File: src/sv/rmth_pkg.sv
// rmth_pkg: shared constants and types of the running median block
// used by the controller, datapath, top level and checker

package rmth_pkg;

  localparam int unsigned HEAP_DEPTH_DEF = 512;
  localparam int unsigned SAMPLE_W       = 32;
  localparam int unsigned MED_W          = 33;
  localparam int unsigned CNT_W          = 11;

  // datapath micro operations
  typedef enum logic [3:0] {
    CMD_IDLE,
    CMD_LOAD,
    CMD_REPL_LOW,
    CMD_PUSH_UP_S,
    CMD_PUSH_UP_M,
    CMD_POP_UP,
    CMD_POP_LD,
    CMD_PUSH_LOW,
    CMD_DN_L,
    CMD_DN_R,
    CMD_DN_C,
    CMD_UP,
    CMD_UP_C,
    CMD_RESULT
  } dp_op_e;

  typedef struct packed {
    dp_op_e op;
  } dp_cmd_t;

  typedef struct packed {
    logic full;       // upper heap or whole store full, sample is dropped
    logic less;       // sample below lower top
    logic dn_leaf;    // sift down reached a leaf
    logic dn_go;      // sift down moves one level
    logic up_root;    // sift up reached the root
    logic up_go;      // sift up moves one level
    logic rebal;      // upper heap larger than lower heap
    logic pop_empty;  // upper heap holds a single element
  } dp_stat_t;

endpackage

File: src/sv/rmth_ctrl.sv
// rmth_ctrl: sequencer of heap operations for one sample
// depends on rmth_pkg for command and status types

module rmth_ctrl import rmth_pkg::*; (
  input  logic     clk_i,
  input  logic     rst_ni,
  input  logic     in_valid_i,
  output logic     in_stall_o,
  output logic     out_valid_o,
  input  logic     out_stall_i,
  output dp_cmd_t  cmd_o,
  input  dp_stat_t stat_i
);

  localparam logic [3:0] S_IDLE   = 4'd0;
  localparam logic [3:0] S_CHECK  = 4'd1;
  localparam logic [3:0] S_DN_L   = 4'd2;
  localparam logic [3:0] S_DN_R   = 4'd3;
  localparam logic [3:0] S_DN_C   = 4'd4;
  localparam logic [3:0] S_UP     = 4'd5;
  localparam logic [3:0] S_UP_C   = 4'd6;
  localparam logic [3:0] S_NEXT   = 4'd7;
  localparam logic [3:0] S_POP_LD = 4'd8;
  localparam logic [3:0] S_RESULT = 4'd9;

  localparam logic [1:0] PH_REPL_LOW = 2'd0;
  localparam logic [1:0] PH_PUSH_UP  = 2'd1;
  localparam logic [1:0] PH_REPL_UP  = 2'd2;
  localparam logic [1:0] PH_PUSH_LOW = 2'd3;

  logic [3:0] state_q, state_d;
  logic [1:0] ph_q, ph_d;
  logic       out_valid_q, out_valid_d;

  // next state and command
  always_comb begin
    state_d     = state_q;
    ph_d        = ph_q;
    cmd_o.op    = CMD_IDLE;
    out_valid_d = out_valid_q && out_stall_i;
    unique case (state_q)
      S_IDLE: begin
        if (in_valid_i) begin
          cmd_o.op = CMD_LOAD;
          state_d  = S_CHECK;
        end
      end
      S_CHECK: begin
        priority if (stat_i.full) begin
          state_d = S_RESULT;
        end else if (stat_i.less) begin
          cmd_o.op = CMD_REPL_LOW;
          ph_d     = PH_REPL_LOW;
          state_d  = S_DN_L;
        end else begin
          cmd_o.op = CMD_PUSH_UP_S;
          ph_d     = PH_PUSH_UP;
          state_d  = S_UP;
        end
      end
      S_DN_L: begin
        cmd_o.op = CMD_DN_L;
        state_d  = stat_i.dn_leaf ? S_NEXT : S_DN_R;
      end
      S_DN_R: begin
        cmd_o.op = CMD_DN_R;
        state_d  = S_DN_C;
      end
      S_DN_C: begin
        cmd_o.op = CMD_DN_C;
        state_d  = stat_i.dn_go ? S_DN_L : S_NEXT;
      end
      S_UP: begin
        cmd_o.op = CMD_UP;
        state_d  = stat_i.up_root ? S_NEXT : S_UP_C;
      end
      S_UP_C: begin
        cmd_o.op = CMD_UP_C;
        state_d  = stat_i.up_go ? S_UP : S_NEXT;
      end
      S_NEXT: begin
        unique case (ph_q)
          PH_REPL_LOW: begin
            cmd_o.op = CMD_PUSH_UP_M;
            ph_d     = PH_PUSH_UP;
            state_d  = S_UP;
          end
          PH_PUSH_UP: begin
            if (stat_i.rebal) begin
              cmd_o.op = CMD_POP_UP;
              ph_d     = PH_REPL_UP;
              state_d  = stat_i.pop_empty ? S_NEXT : S_POP_LD;
            end else begin
              state_d = S_RESULT;
            end
          end
          PH_REPL_UP: begin
            cmd_o.op = CMD_PUSH_LOW;
            ph_d     = PH_PUSH_LOW;
            state_d  = S_UP;
          end
          default: begin
            state_d = S_RESULT;
          end
        endcase
      end
      S_POP_LD: begin
        cmd_o.op = CMD_POP_LD;
        state_d  = S_DN_L;
      end
      S_RESULT: begin
        if (!out_valid_q || !out_stall_i) begin
          cmd_o.op    = CMD_RESULT;
          out_valid_d = 1'b1;
          state_d     = S_IDLE;
        end
      end
      default: begin
        state_d = S_IDLE;
      end
    endcase
  end

  // state registers
  always_ff @(posedge clk_i or negedge rst_ni) begin
    if (!rst_ni) begin
      state_q     <= S_IDLE;
      ph_q        <= PH_REPL_LOW;
      out_valid_q <= 1'b0;
    end else begin
      state_q     <= state_d;
      ph_q        <= ph_d;
      out_valid_q <= out_valid_d;
    end
  end

  assign in_stall_o  = (state_q != S_IDLE);
  assign out_valid_o = out_valid_q;

endmodule

File: config.mk
export PLATFORM = sky130hd
export DESIGN_NAME = rmth_ctrl
export DESIGN_NICKNAME = d
export VERILOG_FILES = /design/src/sv/rmth_pkg.sv /design/src/sv/rmth_ctrl.sv
export SDC_FILE = /design/constraint.sdc
export NUM_CORES = 1
export LEC_CHECK = 0
export BUFFER_PORTS_ARGS = -buffer_cell sky130_fd_sc_hd__buf_2
export CAP_MARGIN = 0
export CORE_ASPECT_RATIO = 1.75
export CORE_MARGIN = 4
export CORE_UTILIZATION = 30
export CTS_BUF_LIST = sky130_fd_sc_hd__clkbuf_4
export DETAILED_ROUTE_END_ITERATION = 10
export GPL_ROUTABILITY_DRIVEN = 0
export SLEW_MARGIN = 20
export SYNTH_ARGS = -nofsm -noshare
export SYNTH_HDL_FRONTEND = slang
export SYNTH_SLANG_ARGS = --single-unit
File: constraint.sdc
create_clock -name clk_i -period 1.7 [get_ports clk_i]
set_input_delay 0.085 -clock clk_i [delete_from_list [all_inputs] [get_ports clk_i]]
set_output_delay 0.085 -clock clk_i [all_outputs]
set_load 0.1 [all_outputs]
==> metrics.md <==
| Metric | Value |
|---|---|
| Failing checks | negative setup slack |
| Non-filler instance count after layout | about 150 |
| Library cells used by synthesis | 38 |
| Total overflow reported by the global router | 0 |
| Post-route clock period utilization | 102.8% |
| Post-Syn Area | between 700 and 800 sq um |
| Critical path's largest stage delay | around 0.49 ns |
| Post-Route Skew | roughly 0.0014 ns |
| Fill cell total of the finished layout | between 200 and 250 |
| Post-Synthesis Mean Instance Area | ~8.5 sq um |
| Area growth from synthesis to layout | 62.26% |
| Worst relative slew slack | around 68% |
| CTS root buffer | sky130_fd_sc_hd__clkbuf_4 |
| Placed insts | between 100 and 150 |
| Measured slew at the worst slew-check pin | approximately 0.48 ns |
| Number of global-route vias before repair | 822 |
| Required time at the endpoint of the critical path | between 1.5 and 2 ns |
| Final design utilization | 50.50% |
| Share of layout cells above drive strength 1 | 54.69% |
| Avg Vias per Cell | about 5.4 |
| Pins over their slew limit | 0 |
| Worst setup path category | flop to output port |
| Syn Nets | between 100 and 150 |
| First-pass GRT wire length | 3.470 mm |
| Detailed Routing Iterations Pass 1 | 4 |
| Flip-flop and latch count after synthesis | 7 |
| Highest attainable clock frequency | 0.5722 GHz |
| Fin worst setup slack | -0.04754 ns |
| Hold Crit Class | primary input to flop |
| Max FO, Critical Path | 8 |
| Worst hold path depth | 3 |
| Total die area | roughly 3500 sq um |
| Multi-input gate area | between 600 and 700 sq um |
| Via count | 832 |
| Maximum level of the CTS H-tree | 1 |
| Setup TNS | -0.05281 ns |
| Nature of the critical path startpoint | flop |
| Clock-pin slew on the worst setup and hold paths | about 0.050 ns |
| Cell with the largest stage delay on the worst path | sky130_fd_sc_hd__dfrtp_1 |
| Diodes inserted | 0 |
| Final setup fails | 2 |
| Effective utilization at floorplan | 31.12% |
| Total half-perimeter wirelength after legalization and detailed placement | ~1.8 mm |
| Initial DRC Count | 21 |
| Outcome | finished, violations left |
| Maximum number of pins on one net before global-route repair | 15 |
| RSZ-0062 raised after global routing | true |
| Antenna violations before repair | 0 |
| R2R setup slack | -0.01 ns |
| Number of instances in the synthesized netlist | 91 |
| Core area | approximately 2500 sq um |
| Area used by sequential logic in the layout | 182.7 sq um |
| Post-Place Setup Slack | between 0.1 and 0.15 ns |
| Cell accounting for the most synthesized area | sky130_fd_sc_hd__dfrtp_1 |
| Worst Path Arrival | around 1.7 ns |
| Num CTS Buffers | 3 |
| CTS tree | built |
| Total global routing track utilization | ~14% |
| Die span in x | about 46 um |
| Sequential cell area fraction in the yosys report | between 20% and 30% |
| Clock Tree Buf Depth | 2 |
| Die H | between 70 and 80 um |
| Final hold violations | 0 |
| I/O pin cnt | 18 |
| Synth warnings | 0 |
| Port Buf Inserts | 17 |
| Worst R2R Path Depth | 6 |
| Max-capacitance violation count | 0 |
| Final WL | ~2.3 mm |
| Post-detailed-route count of antenna-violating nets | 0 |
| Wire per inst | between 10 and 15 um |
| Min cycle time layout | 1.748 ns |
| Critical path cell sequence | nand2b_1 > a311oi_1 > a311o_2 > buf_12 |
| Nature of the critical path endpoint | output port |
| Number of standard-cell rows in the floorplan | 24 |
| Number of DRC violations after detailed routing | 0 |
| Insertion delay of the later-clocked pin in the worst-skew pair | between 0.2 and 0.3 ns |
| Clock tree sinks | 7 |
| Post-synth top area share | a little under a quarter |
| Cells taking the most area after synthesis | sky130_fd_sc_hd__dfrtp_1, sky130_fd_sc_hd__ha_1, sky130_fd_sc_hd__nor2_1 |
| Final #Nets | between 100 and 150 |
## cell usage in the layout, fill, tap and decap left out, types with 2 or more instances in the layout
cell type                  synthesis  layout
sky130_fd_sc_hd__buf_4             0      18
sky130_fd_sc_hd__buf_2             2      12
sky130_fd_sc_hd__nor2_1           14      11
sky130_fd_sc_hd__buf_12            0       5
sky130_fd_sc_hd__nand2_1           6       4
sky130_fd_sc_hd__a21oi_1           4       4
sky130_fd_sc_hd__clkbuf_4          0       4
sky130_fd_sc_hd__o21ai_0           3       3
sky130_fd_sc_hd__inv_1             5       3
sky130_fd_sc_hd__nand3_1           3       3
sky130_fd_sc_hd__and3_1            3       3
sky130_fd_sc_hd__ha_4              0       3
sky130_fd_sc_hd__dfrtp_2           0       3
sky130_fd_sc_hd__buf_6             4       3
sky130_fd_sc_hd__dfrtp_1           7       3
sky130_fd_sc_hd__inv_4             0       2
sky130_fd_sc_hd__nor2_4            0       2
sky130_fd_sc_hd__nand2b_1          3       2
sky130_fd_sc_hd__o21a_1            2       2
sky130_fd_sc_hd__inv_2             2       2
sky130_fd_sc_hd__o31a_1            2       2
sky130_fd_sc_hd__ha_1              6       2
## flip-flops by register name, indices dropped and copies added, names as in the netlist
register     count
ph_q             2
state_q          4
out_valid_o      1
## timing repair
action / in CTS / in global routing
endpoints found under the setup margin: 4 / 5
hold buffers: 1 / 0
buffers inserted: 9 / 5
endpoints found under the hold margin: 7 / 0
resized for setup: 12 / 6
pin swaps: 6 / 9
## worst max-delay path: cells and delay by family, from the launching register on
kind / cells / cell delay [ns]
compound gates: 2 / 0.60
flops: 1 / 0.49
buf+inv: 1 / 0.18
simple gates: 1 / 0.16
## cells by family (layout without fill, tap and decap cells)
group / after synthesis / count (layout) / synth area share, %
compound gates: 28 / 28 / 28.23
fa+ha+maj: 6 / 6 / 9.677
buf+inv: 13 / 50 / 10.48
flops: 7 / 7 / 22.58
mux: 1 / 1 / 1.290
simple gates: 36 / 36 / 27.74
## per-stage QoR
stage / instance area, sq um / hold slack, ns
final: 1259 / 0.1202
after global routing: 1259 / 0.1207
after CTS: 1200 / 0.1149
after detailed placement: 1042 / -0.07157
after global placement: 1042 / -0.07592
after floorplan: 857.1 / -0.2106
## layout make-up
type,instances,share of cell area [%]
Inverter,7,2.485
Tap cell,26,2.584
Clock buffer,4,2.386
Sequential cell,7,14.51
Multi-Input combinational cell,71,51.09
Timing Repair Buffer,39,26.94
## synth_stat cells, drive strengths merged
cell	instances
dfrtp	7
and2b	1
nand4bb	1
nand2b	3
o21ai	4
o32ai	2
nor4b	1
nand4b	2
o31a	2
nand3	3
a2111oi	1
o211ai	1
o21a	2
a21oi	5
inv	7
a311o	1
nand2	6
o31ai	2
o22ai	1
nor4	1
nand4	1
a41oi	1
a41o	1
ha	6
nor2	14
a2bb2oi	1
o21bai	1
a211oi	1
buf	6
and3	3
mux2i	1
a311oi	1
a31oi	1
## final timing paths
kind,from,end
setup / recovery,state_q[3],cmd_o[2]
hold / removal,out_stall_i,out_valid_o
setup reg to reg,ph_q[0],state_q[3]
hold reg to reg,out_valid_o,out_valid_o
max in group asynchronous,rst_ni,out_valid_o
min in group asynchronous,rst_ni,state_q[0]
## routing by layer
layer  track usage (%)  up-vias  share of wire [%]
met5                 0        -                  0
met4             9.810        0                3.2
met3            0.7177        6                3.9
met2             25.92       24                 59
met1             13.29      393                 34
li1                  -      409                  -
Power is left out: the tool's default activity adds up to more than one toggle a clock period on the data nets, which glitch-free logic cannot reach.
